===== src/hw/rtl/line_follow_pd_steering_macros.svh =====
// assertion macros for the line follower steering block
// used by the top level only; needs clk and rst in the including scope
`ifndef LINE_FOLLOW_PD_STEERING_MACROS_SVH
`define LINE_FOLLOW_PD_STEERING_MACROS_SVH

// same-cycle implication
`define LFPS_ASSERT_NOW(label, ante, cons, msg) \
  label: assert property (@(posedge clk) disable iff (rst) (ante) |-> (cons)) \
    else $error(msg);

// next-cycle implication
`define LFPS_ASSERT_NEXT(label, ante, cons, msg) \
  label: assert property (@(posedge clk) disable iff (rst) (ante) |=> (cons)) \
    else $error(msg);

`endif


===== src/hw/rtl/lfps_pkg.sv =====
// shared widths, codes and the sensor error table for the steering block
// no dependencies; used by lfps_mac and line_follow_pd_steering
package lfps_pkg;

  localparam int ERR_W   = 11;  // error, signed q.8
  localparam int DERR_W  = 12;  // error change, signed q.8
  localparam int OPA_W   = 9;   // gain as signed operand
  localparam int ACC_W   = 22;  // pd sum, signed q.8
  localparam int SPEED_W = 11;
  localparam int BASE_W  = 10;
  localparam int GAIN_W  = 8;
  localparam int LIM_W   = 10;
  localparam int CIDX_W  = 3;
  localparam int CDATA_W = 10;

  localparam logic [1:0] ACT_TRACK = 2'd0;
  localparam logic [1:0] ACT_STOP  = 2'd1;
  localparam logic [1:0] ACT_LOST  = 2'd2;

  localparam logic [CIDX_W-1:0] REG_BASE  = 3'd0;
  localparam logic [CIDX_W-1:0] REG_PGAIN = 3'd1;
  localparam logic [CIDX_W-1:0] REG_DGAIN = 3'd2;
  localparam logic [CIDX_W-1:0] REG_LIMIT = 3'd3;

  localparam logic [BASE_W-1:0] BASE_RESET  = 10'd300;
  localparam logic [GAIN_W-1:0] PGAIN_RESET = 8'd20;
  localparam logic [GAIN_W-1:0] DGAIN_RESET = 8'd15;
  localparam logic [LIM_W-1:0]  LIMIT_RESET = 10'd150;

  // weighted position over active count, q.8, truncated toward zero
  function automatic logic signed [ERR_W-1:0] active_error(input logic [4:0] active);
    logic [2:0] cnt;
    logic signed [3:0] sum;
    logic signed [ERR_W-1:0] sum_ext;
    logic signed [ERR_W-1:0] q;
    cnt = {2'b00, active[0]} + {2'b00, active[1]} + {2'b00, active[2]}
        + {2'b00, active[3]} + {2'b00, active[4]};
    sum = 4'sd0;
    if (active[0]) sum = sum - 4'sd3;
    if (active[1]) sum = sum - 4'sd1;
    if (active[3]) sum = sum + 4'sd1;
    if (active[4]) sum = sum + 4'sd3;
    sum_ext = {{(ERR_W-4){sum[3]}}, sum};
    case (cnt)
      3'd1: q = sum_ext <<< 8;
      3'd2: q = sum_ext <<< 7;
      3'd4: q = sum_ext <<< 6;
      3'd3: begin
        case (sum)
          4'sd4:   q = 11'sd341;
          4'sd3:   q = 11'sd256;
          4'sd2:   q = 11'sd170;
          4'sd1:   q = 11'sd85;
          -4'sd1:  q = -11'sd85;
          -4'sd2:  q = -11'sd170;
          -4'sd3:  q = -11'sd256;
          -4'sd4:  q = -11'sd341;
          default: q = 11'sd0;
        endcase
      end
      default: q = 11'sd0;
    endcase
    return q;
  endfunction

endpackage


===== src/hw/rtl/lfps_mac.sv =====
// shared multiply-accumulate unit for the pd terms
// depends on lfps_pkg for operand and accumulator widths
module lfps_mac (
  input  logic                                clk,
  input  logic                                en,
  input  logic                                clear,
  input  logic signed [lfps_pkg::OPA_W-1:0]   mul_a,
  input  logic signed [lfps_pkg::DERR_W-1:0]  mul_b,
  output logic signed [lfps_pkg::ACC_W-1:0]   acc
);

  logic signed [lfps_pkg::OPA_W+lfps_pkg::DERR_W-1:0] prod;
  logic signed [lfps_pkg::ACC_W-1:0] acc_next;

  assign prod = mul_a * mul_b;
  assign acc_next = (clear ? '0 : acc)
                  + {{(lfps_pkg::ACC_W-lfps_pkg::OPA_W-lfps_pkg::DERR_W){prod[$high(prod)]}},
                     prod};

  always_ff @(posedge clk) begin
    if (en) begin
      acc <= acc_next;
    end
  end

endmodule


===== src/hw/rtl/line_follow_pd_steering.sv =====
// top level of the five-sensor line follower pd steering block
// depends on lfps_pkg, lfps_mac and line_follow_pd_steering_macros.svh
//
// usage:
//   sensor request: sensor_levels with in_valid/in_ready; a low pin means
//   that sensor sees the line. one result request per sample on
//   left_speed/right_speed/action with out_valid/out_ready. config: the user
//   writes cfg_write with cfg_index/cfg_data only while idle, not enforced;
//   index 0 base speed, 1 proportional gain, 2 derivative gain, 3 diff limit.
// sequencing:
//   out_valid rises after a tracking sample has passed all steps: the two pd
//   products go one after the other through the single shared multiplier,
//   then a clamp step, a speed step and the output load. full-line and
//   line-lost samples go straight from accept to the output load. in_ready
//   is high only while the sequencer is idle, so a new sample is taken only
//   once the last one has left its last step; the next one can be taken
//   while the last result still sits in the output register.
// reset and stall:
//   rst (synchronous) restores default gains, clears previous error and held
//   speeds and drops out_valid. if the receiver stalls, the finished sample
//   waits in its last step until the output register is free.
module line_follow_pd_steering (
  input  logic                              clk,
  input  logic                              rst,
  input  logic                              in_valid,
  output logic                              in_ready,
  input  logic [4:0]                        sensor_levels,
  output logic                              out_valid,
  input  logic                              out_ready,
  output logic [lfps_pkg::SPEED_W-1:0]      left_speed,
  output logic [lfps_pkg::SPEED_W-1:0]      right_speed,
  output logic [1:0]                        action,
  input  logic                              cfg_write,
  input  logic [lfps_pkg::CIDX_W-1:0]       cfg_index,
  input  logic [lfps_pkg::CDATA_W-1:0]      cfg_data
);

  `include "line_follow_pd_steering_macros.svh"

  localparam logic [2:0] S_IDLE  = 3'd0;
  localparam logic [2:0] S_MULP  = 3'd1;
  localparam logic [2:0] S_MULD  = 3'd2;
  localparam logic [2:0] S_CLAMP = 3'd3;
  localparam logic [2:0] S_SPEED = 3'd4;
  localparam logic [2:0] S_DONE  = 3'd5;

  logic [2:0] state;
  logic [2:0] state_next;

  logic [lfps_pkg::BASE_W-1:0] base_speed;
  logic [lfps_pkg::GAIN_W-1:0] prop_gain;
  logic [lfps_pkg::GAIN_W-1:0] deriv_gain;
  logic [lfps_pkg::LIM_W-1:0]  diff_limit;

  logic signed [lfps_pkg::ERR_W-1:0] err;
  logic signed [lfps_pkg::ERR_W-1:0] prev_error;
  logic signed [lfps_pkg::ACC_W-1:0] diff;
  logic [lfps_pkg::SPEED_W-1:0] held_left;
  logic [lfps_pkg::SPEED_W-1:0] held_right;
  logic [1:0] act;

  logic [4:0] active;
  logic in_take;
  logic out_free;

  logic mac_en;
  logic mac_clear;
  logic signed [lfps_pkg::OPA_W-1:0]  mac_a;
  logic signed [lfps_pkg::DERR_W-1:0] mac_b;
  logic signed [lfps_pkg::ACC_W-1:0]  acc;

  logic signed [lfps_pkg::ACC_W-1:0] lim_pos;
  logic signed [lfps_pkg::ACC_W-1:0] lim_neg;
  logic signed [lfps_pkg::ACC_W-1:0] base_q;
  logic signed [lfps_pkg::ACC_W-1:0] sum_left;
  logic signed [lfps_pkg::ACC_W-1:0] sum_right;
  logic signed [lfps_pkg::ACC_W-1:0] diff_clamped;
  logic [lfps_pkg::SPEED_W-1:0] speed_left;
  logic [lfps_pkg::SPEED_W-1:0] speed_right;

  assign active   = ~sensor_levels;
  assign in_ready = (state == S_IDLE);
  assign in_take  = in_valid && in_ready;
  assign out_free = !out_valid || out_ready;

  // operand select for the shared multiplier
  assign mac_en    = (state == S_MULP) || (state == S_MULD);
  assign mac_clear = (state == S_MULP);
  always_comb begin
    if (state == S_MULP) begin
      mac_a = {1'b0, prop_gain};
      mac_b = {err[lfps_pkg::ERR_W-1], err};
    end else begin
      mac_a = {1'b0, deriv_gain};
      mac_b = {err[lfps_pkg::ERR_W-1], err} - {prev_error[lfps_pkg::ERR_W-1], prev_error};
    end
  end

  lfps_mac u_mac (
    .clk   (clk),
    .en    (mac_en),
    .clear (mac_clear),
    .mul_a (mac_a),
    .mul_b (mac_b),
    .acc   (acc)
  );

  assign lim_pos = {{(lfps_pkg::ACC_W-lfps_pkg::LIM_W-8){1'b0}}, diff_limit, 8'h00};
  assign lim_neg = -lim_pos;
  assign base_q  = {{(lfps_pkg::ACC_W-lfps_pkg::BASE_W-8){1'b0}}, base_speed, 8'h00};

  always_comb begin
    if (acc > lim_pos) begin
      diff_clamped = lim_pos;
    end else if (acc < lim_neg) begin
      diff_clamped = lim_neg;
    end else begin
      diff_clamped = acc;
    end
  end

  // floor at zero, then drop the fraction
  assign sum_left    = base_q + diff;
  assign sum_right   = base_q - diff;
  assign speed_left  = sum_left[lfps_pkg::ACC_W-1] ? '0 : sum_left[18:8];
  assign speed_right = sum_right[lfps_pkg::ACC_W-1] ? '0 : sum_right[18:8];

  always_comb begin
    state_next = state;
    case (state)
      S_IDLE: begin
        if (in_take) begin
          if (active == 5'h1f || active == 5'h00) begin
            state_next = S_DONE;
          end else begin
            state_next = S_MULP;
          end
        end
      end
      S_MULP:  state_next = S_MULD;
      S_MULD:  state_next = S_CLAMP;
      S_CLAMP: state_next = S_SPEED;
      S_SPEED: state_next = S_DONE;
      S_DONE: begin
        if (out_free) begin
          state_next = S_IDLE;
        end
      end
      default: state_next = S_IDLE;
    endcase
  end

  always_ff @(posedge clk) begin
    if (rst) begin
      state      <= S_IDLE;
      out_valid  <= 1'b0;
      prev_error <= '0;
      held_left  <= '0;
      held_right <= '0;
      base_speed <= lfps_pkg::BASE_RESET;
      prop_gain  <= lfps_pkg::PGAIN_RESET;
      deriv_gain <= lfps_pkg::DGAIN_RESET;
      diff_limit <= lfps_pkg::LIMIT_RESET;
    end else begin
      state <= state_next;

      if (cfg_write) begin
        case (cfg_index)
          lfps_pkg::REG_BASE:  base_speed <= cfg_data[lfps_pkg::BASE_W-1:0];
          lfps_pkg::REG_PGAIN: prop_gain  <= cfg_data[lfps_pkg::GAIN_W-1:0];
          lfps_pkg::REG_DGAIN: deriv_gain <= cfg_data[lfps_pkg::GAIN_W-1:0];
          lfps_pkg::REG_LIMIT: diff_limit <= cfg_data[lfps_pkg::LIM_W-1:0];
          default: ;
        endcase
      end

      if (in_take && active == 5'h1f) begin
        held_left  <= '0;
        held_right <= '0;
      end
      if (state == S_MULD) begin
        prev_error <= err;
      end
      if (state == S_SPEED) begin
        held_left  <= speed_left;
        held_right <= speed_right;
      end

      if (out_valid && out_ready) begin
        out_valid <= 1'b0;
      end
      if (state == S_DONE && out_free) begin
        out_valid <= 1'b1;
      end
    end
  end

  // payload registers
  always_ff @(posedge clk) begin
    if (in_take) begin
      err <= lfps_pkg::active_error(active);
      if (active == 5'h1f) begin
        act <= lfps_pkg::ACT_STOP;
      end else if (active == 5'h00) begin
        act <= lfps_pkg::ACT_LOST;
      end else begin
        act <= lfps_pkg::ACT_TRACK;
      end
    end
    if (state == S_CLAMP) begin
      diff <= diff_clamped;
    end
    if (state == S_DONE && out_free) begin
      left_speed  <= held_left;
      right_speed <= held_right;
      action      <= act;
    end
  end

  `LFPS_ASSERT_NEXT(a_stop_zeroes, in_take && sensor_levels == 5'h00,
    state == S_DONE && act == lfps_pkg::ACT_STOP && held_left == '0 && held_right == '0,
    "full line did not zero the held speeds")
  `LFPS_ASSERT_NEXT(a_clamp_range, state == S_CLAMP,
    diff <= lim_pos && diff >= lim_neg,
    "speed difference outside limit")
  `LFPS_ASSERT_NEXT(a_prev_update, state == S_MULD,
    prev_error == $past(err) && state == S_CLAMP,
    "previous error not taken from current error")

endmodule


===== config.mk =====
export PLATFORM = sky130hd
export DESIGN_NAME = line_follow_pd_steering
export DESIGN_NICKNAME = d
export VERILOG_FILES = /design/src/hw/rtl/lfps_pkg.sv /design/src/hw/rtl/lfps_mac.sv /design/src/hw/rtl/line_follow_pd_steering.sv
export VERILOG_INCLUDE_DIRS = /design/src /design/src/hw/rtl
export SDC_FILE = /design/constraint.sdc
export NUM_CORES = 1
export LEC_CHECK = 0
export BUFFER_PORTS_ARGS = -buffer_cell sky130_fd_sc_hd__buf_2
export CORE_UTILIZATION = 45
export CTS_BUF_LIST = sky130_fd_sc_hd__clkbuf_8
export DETAILED_ROUTE_END_ITERATION = 7
export GPL_ROUTABILITY_DRIVEN = 0
export PLACE_DENSITY_LB_ADDON = 0.25
export SLEW_MARGIN = 15
export SYNTH_ARGS = -nofsm -noshare
export SYNTH_HDL_FRONTEND = slang
export SYNTH_SLANG_ARGS = --single-unit

===== constraint.sdc =====
create_clock -name clk -period 12 [get_ports clk]
set_input_delay 1.2 -clock clk [delete_from_list [all_inputs] [get_ports clk]]
set_output_delay 1.2 -clock clk [all_outputs]
set_load 0.01 [all_outputs]

; ---- Word level (Yosys, flattened, before mapping)
; Memories as Yosys holds them, arrays and structs flattened.
; Index checks and enable logic that the tools add are counted.
[totals]
wordCells = 93
n_memories = 1
ram_bits = 0
latchBits = 0
ff_bits = 154
mem_bits_ro = 176
out_inout_bits = 26
[op_classes]
reduce_logical = 18
div_mod_pow = 0
n_mul = 1
bitwise = 1
addsub = 12
order_cmp = 2
mux = 26
eq_ne = 15
shifts = 0
[memory_table]
columns = name, words, word_bits, read_ports, rd_ports_with_merged_regs, wr, line
row1 = (no name shown), 16, 11, 1, 0, 0, lfps_pkg.sv:49  ; case (sum)
[op_table]
columns = operator, count
row1 = two-way mux 11 bit, 5
row2 = two-way mux 22 bit, 2
row3 = one-hot mux 11 bit (4 select lines), 1
row4 = two-way mux 4 bit, 8
row5 = adder 19 x 22 -> 22 bit, 1
row6 = adder 22 bit, 1
row7 = > comparator 22 x 19 -> 1 bit, 1
row8 = < comparator 22 bit, 1
row9 = negator 18 -> 22 bit, 1
row10 = subtractor 19 x 22 -> 22 bit, 1
row11 = multiplier 9 x 12 -> 21 bit, 1
row12 = "== test 3 x 2 -> 1 bit, second input constant", 6
row13 = two-way mux 18 bit, 1
row14 = one-hot mux 3 bit (6 select lines), 1
row15 = two-way mux 12 bit, 1
row16 = subtractor 11 x 11 -> 12 bit, 1
row17 = AND reduction 2 bit, 5
row18 = "== test 3 x 1 -> 1 bit, second input constant", 3
row19 = "== test 3 bit, second input constant", 3
row20 = two-way mux 3 bit, 3
row21 = two-way mux 8 bit, 1
row22 = adder 3 x 1 -> 3 bit, 2
row23 = logical NOT 3 bit, 2
row24 = "== test 5 bit, second input constant", 1
row25 = 15 further kinds, 22

; ---- Longest topological paths before layout
; An unclocked memory read counts as a cell.
[depth]
ltp_word = 14
depth_mapped = 35
ltp_nobuf = 35

; ---- Hierarchy
; Synthesis repeated with hierarchy kept, for this count alone.
[hier_totals]
hier_cells = 1424
area_unflattened_um2 = 13317.8
[modules_own_cells]
columns = module, n_inst, seq_area_each_um2, area_each_um2, cells_per_inst
row1 = line_follow_pd_steering, 1, 3133.0, 7770.0, 844
row2 = lfps_mac, 1, 660.6, 5547.8, 580

; ---- Worst setup path after synthesis
; Ideal clock, no wire load.
[synth_path]
kind = register to register
from = reg err[0] in the netlist's numbering
to = reg u_mac.acc[21] in the netlist's numbering (data pin)
setup_ns = 0.262
slack_ns = 4.408
period_less_slack_ns = 7.592
required_ns = 11.738
arrival_ns = 7.330
path_stages_with_launch = 34
cell_sequence = edfxtp_1 -> inv_1 -> ha_1 -> inv_1 -> fa_1 -> a21o_1 -> a21oi_1 -> o21bai_1 -> a21oi_1 -> o21bai_1 -> mux2_2 -> nor2_1 -> nor2_1 -> fa_1 -> fa_1 -> fa_1 -> inv_1 -> fa_1 -> inv_1 -> ha_1 -> a21o_1 -> a2111oi_4 -> a21boi_1 -> o21bai_1 -> a211oi_1 -> a2111oi_2 -> xor2_1 -> ha_1 -> or3_1 -> nor4_1 -> o21ai_0 -> o22ai_1 -> xnor2_1 -> xnor2_1
[synth_between]
elab_chain_len = 4
[synth_rtl]
columns = item, line
row1 = start: declaration, line_follow_pd_steering.sv:55  ; logic signed [lfps_pkg::ERR_W-1:0] err;
row2 = start signal: assignment, line_follow_pd_steering.sv:201  ; err <= lfps_pkg::active_error(active);
row3 = subtractor 11 x 11 -> 12 bit, line_follow_pd_steering.sv:95  ; mac_b = {err[lfps_pkg::ERR_W-1], err} - {prev_error[lfps_pkg::ERR_W-1], prev_error};
row4 = two-way mux 12 bit *, line_follow_pd_steering.sv:90  ; if (state == S_MULP) begin
row5 = multiplier 9 x 12 -> 21 bit *, lfps_mac.sv:15  ; assign prod = mul_a * mul_b;
row6 = adder 22 bit *, lfps_mac.sv:17  ; + {{(lfps_pkg::ACC_W-lfps_pkg::OPA_W-lfps_pkg::DERR_W){prod[$high(prod)]}},
row7 = named net u_mac.acc_next (one bit), lfps_mac.sv:13  ; logic signed [lfps_pkg::ACC_W-1:0] acc_next;
row8 = end signal: assignment, lfps_mac.sv:22  ; acc <= acc_next;
row9 = end: declaration, lfps_mac.sv:9  ; output logic signed [lfps_pkg::ACC_W-1:0] acc
; The timed path passes the listed nets; every way through them passes the cells marked *.
; A chain may end at the register's enable or synchronous reset.

; ---- Worst setup path after layout
; Same ends and word-level chain as after synthesis.

==> results.py <==
metrics = {
    "logic_synthesis": {
        "yosys_most_used_dff": "edfxtp_1",
        "ys_seq_elements": 150,
        "synth_top_area_frac": 0.176,
        "synthSimpleGateAreaFrac": 0.172,
        "yosysWarningCount": 0,
        "synthMuxAreaShare": 0.0241,
        "synth_top_family_by_area": "adder cells",
        "synth.avg_cell_area_um2": 9.01,
        "synth_top_cell_by_area": "edfxtp_1",
        "synth_area_leaders": "edfxtp_1, ha_1, fa_1",
        "synth_edf_count": 79,
        "ys_async_sr_fraction": 0,
        "synthAdderAreaFrac": 0.247,
        "synth_cell_types": 87,
        "synth_area_um2": 13500,
        "syn_nets": 1737,
        "synth_xor_area_frac": 0.0499,
        "synth-compound-area-share": 0.155,
        "ys_seq_area_frac": 0.282,
        "syn_inst": 1495,
    },
    "die": {
        "pin_count": 49,
        "die_y_um": 175,
        "die_width_um": 175,
        "core_area_um2": 29100,
        "dieArea_um2": 30600,
        "core.rowCount": 62,
        "initial_core_util": 0.463,
    },
    "worst_hold_path": {
        "hold_path_end": "action[1]$_DFFE_PP_",
        "hold_path_class": "flop to flop",
        "worstHoldStart": "act[1]$_SDFFCE_PP0P_",
        "hold_depth": 0,
    },
    "place": {
        "hpwl_um": 23200,
        "dpl_cell_area_um2": 14000,
        "portBuffers": 48,
        "dp.cells": 1876,
    },
    "critical_path": {
        "rr_worst_depth": 33,
        "worstSetupPathType": "flop to flop",
        "crit_path_frequent_cell": "fa_1",
        "r2r_slack_ns": 3.71,
        "slowest_delay_ns": 0.53,
        "r2r-start": "err[0]$_DFFE_PP_",
        "worst-path-max-fanout": 6,
        "start_kind": "flop",
        "critical_path_required_ns": 12.23,
        "r2r-end": "u_mac.acc[21]$_DFFE_PP_",
        "slowest_stage": "fa_1",
        "cp.arrival_ns": 8.52,
        "worst_setup_path_end_kind": "flop",
    },
    "sta": {
        "setup_viol": 0,
        "fin_crit_sh": 0.691,
        "hold_viol_final": 0,
        "fin_skew_ns": 0.0202,
        "rsz0062_at_grt": "false",
        "fmax_ghz": 0.121,
        "max_slew_margin": 0.252,
        "maxSlewViolCount": 0,
        "tightest_slew_ns": 1.12,
        "tns_ns": 0,
        "finalCriticalPeriod_ns": 8.29,
    },
    "clock_tree": {
        "cts_buffer_depth": 2,
        "cts_setup_buffers": 0,
        "cts.clk_slew.worst_paths_ns": 0.09,
        "clockRootBuffer": "clkbuf_8",
        "hold_buffers": 0,
        "cts_tree": "yes",
        "htreeDepth": 4,
        "cts_resized": 0,
        "cts_inserted_buffers": 17,
        "cts_sinks": 150,
        "clock_latency_ns": 0.47,
    },
    "drt": {
        "drt-initial-drc-count": 619,
        "ant_nets": 0,
        "vias": 10300,
        "first_pass_iters": 6,
        "wirelength_um": 29300,
        "vias_per_cell": 5.40,
        "routedWlPerCell_um": 15.4,
        "drc": 0,
    },
    "global_route": {
        "grt_pass1_wl_um": 48900,
        "antenna_found_initial": 0,
        "grt_pass1_vias": 9874,
        "grt_usage": 0.197,
        "grt_start_max_net_pins": 45,
        "overflow": 0,
    },
    "cells_and_area": {
        "multi_input_area_um2": 8750,
        "area_growth_pct": 7.00,
        "layout.nets": 1753,
        "utilization": 0.495,
        "ff_latch_area_um2": 3790,
        "most-common-layout-cells": "inv_1, nand2_1, nor2_1",
        "stdcell_area_um2": 14400,
        "final_cells": 1908,
        "fill_cells": 2691,
        "drive_above_1_share": 0.0846,
        "antenna_cells": 0,
        "final_common_cell": "inv_1",
    },
    "flow_run": {
        "drv_cap": 0,
    },
    "outcome": {
        "status": "finished, final reports clean",
    },
}
## cells in the mapped netlist (6+ instances only)
cell type,instances
o31ai_1,6
nor3_1,16
and2_1,36
a211o_1,6
a22o_1,11
buf_1,6
a22oi_1,17
buf_2,9
nand2b_1,27
o21ai_1,6
xor2_1,23
o21a_1,26
o21ai_0,23
or3_1,8
o211ai_1,9
o2bb2ai_1,7
inv_1,180
mux2i_1,26
ha_1,141
nor2b_1,17
nor3b_1,9
nand4_1,7
edfxtp_1,79
clkbuf_1,41
a21o_1,17
fa_1,78
nand3_1,20
o21bai_1,13
a21oi_1,83
dfxtp_1,71
a31oi_1,17
nand2_1,164
nor2_1,143
xnor2_1,50
## layout make-up
type                            instances  share of cell area
Multi-Input combinational cell       1103               0.607
Tap cell                              384              0.0333
Sequential cell                       150               0.263
Clock inverter                         15              0.0115
Clock buffer                           17              0.0162
Timing Repair Buffer                   57              0.0214
Inverter                              182              0.0474
## metrics by stage
stage / setup slack [ns] / hold WS, ns
floorplan: 4.41 / 0.400
global placement: 3.92 / 0.403
detailed placement: 3.73 / 0.407
CTS: 3.69 / 0.427
global route: 3.14 / 0.451
finish: 3.71 / 0.431
## kinds of logic (layout without fill, tap and decap cells)
| logic type | Yosys count | count (layout) |
|---|---|---|
| simple gates | 483 | 483 |
| compound gates | 295 | 295 |
| buf+inv | 242 | 271 |
| fa+ha+maj | 219 | 219 |
| flops | 150 | 150 |
| xor+xnor | 75 | 75 |
| mux | 31 | 31 |
## worst max path at each step
stage | startpoint | to | slack (ns) | cells past startpoint
finish | err[0]$_DFFE_PP_ | u_mac.acc[21]$_DFFE_PP_ | 3.71 | 33
global route | err[0]$_DFFE_PP_ | u_mac.acc[21]$_DFFE_PP_ | 3.14 | 33
CTS | err[0]$_DFFE_PP_ | u_mac.acc[21]$_DFFE_PP_ | 3.69 | 33
detailed placement | err[0]$_DFFE_PP_ | u_mac.acc[21]$_DFFE_PP_ | 3.73 | 33
global placement | err[0]$_DFFE_PP_ | u_mac.acc[21]$_DFFE_PP_ | 3.92 | 33
floorplan | err[0]$_DFFE_PP_ | u_mac.acc[21]$_DFFE_PP_ | 4.41 | 33
## critical path: cells and delay by family (launching register included)
family / cells / cell delay, ns
AO/OA/AOI/OAI: 13 / 2.59
XOR/XNOR: 3 / 0.44
adder cells (fa/ha/maj): 8 / 3.15
buffers and inverters: 4 / 0.24
flip-flops: 1 / 0.42
multiplexers: 1 / 0.29
AND/OR/NAND/NOR: 4 / 0.93
## metal layers
layer	wire, um	GRT usage	part of all wire	vias to the layer above
li1	-	-	-	5098
met1	14300	0.272	0.49	4993
met2	13500	0.322	0.46	193
met3	1050	0.0248	0.036	27
met4	472	0.0558	0.016	0
met5	0	0	0	-
## sequential cells by signal (all words and copies together), names as in the netlist, 8 cells and up
signal	cells
base_speed	10
deriv_gain	8
diff	22
diff_limit	10
err	9
held_left	11
held_right	11
left_speed	11
prev_error	9
prop_gain	8
right_speed	11
u_mac.acc	22
Power is not shown: default switching activity piles up to over one toggle a cycle in this logic, so the estimate is an artifact.
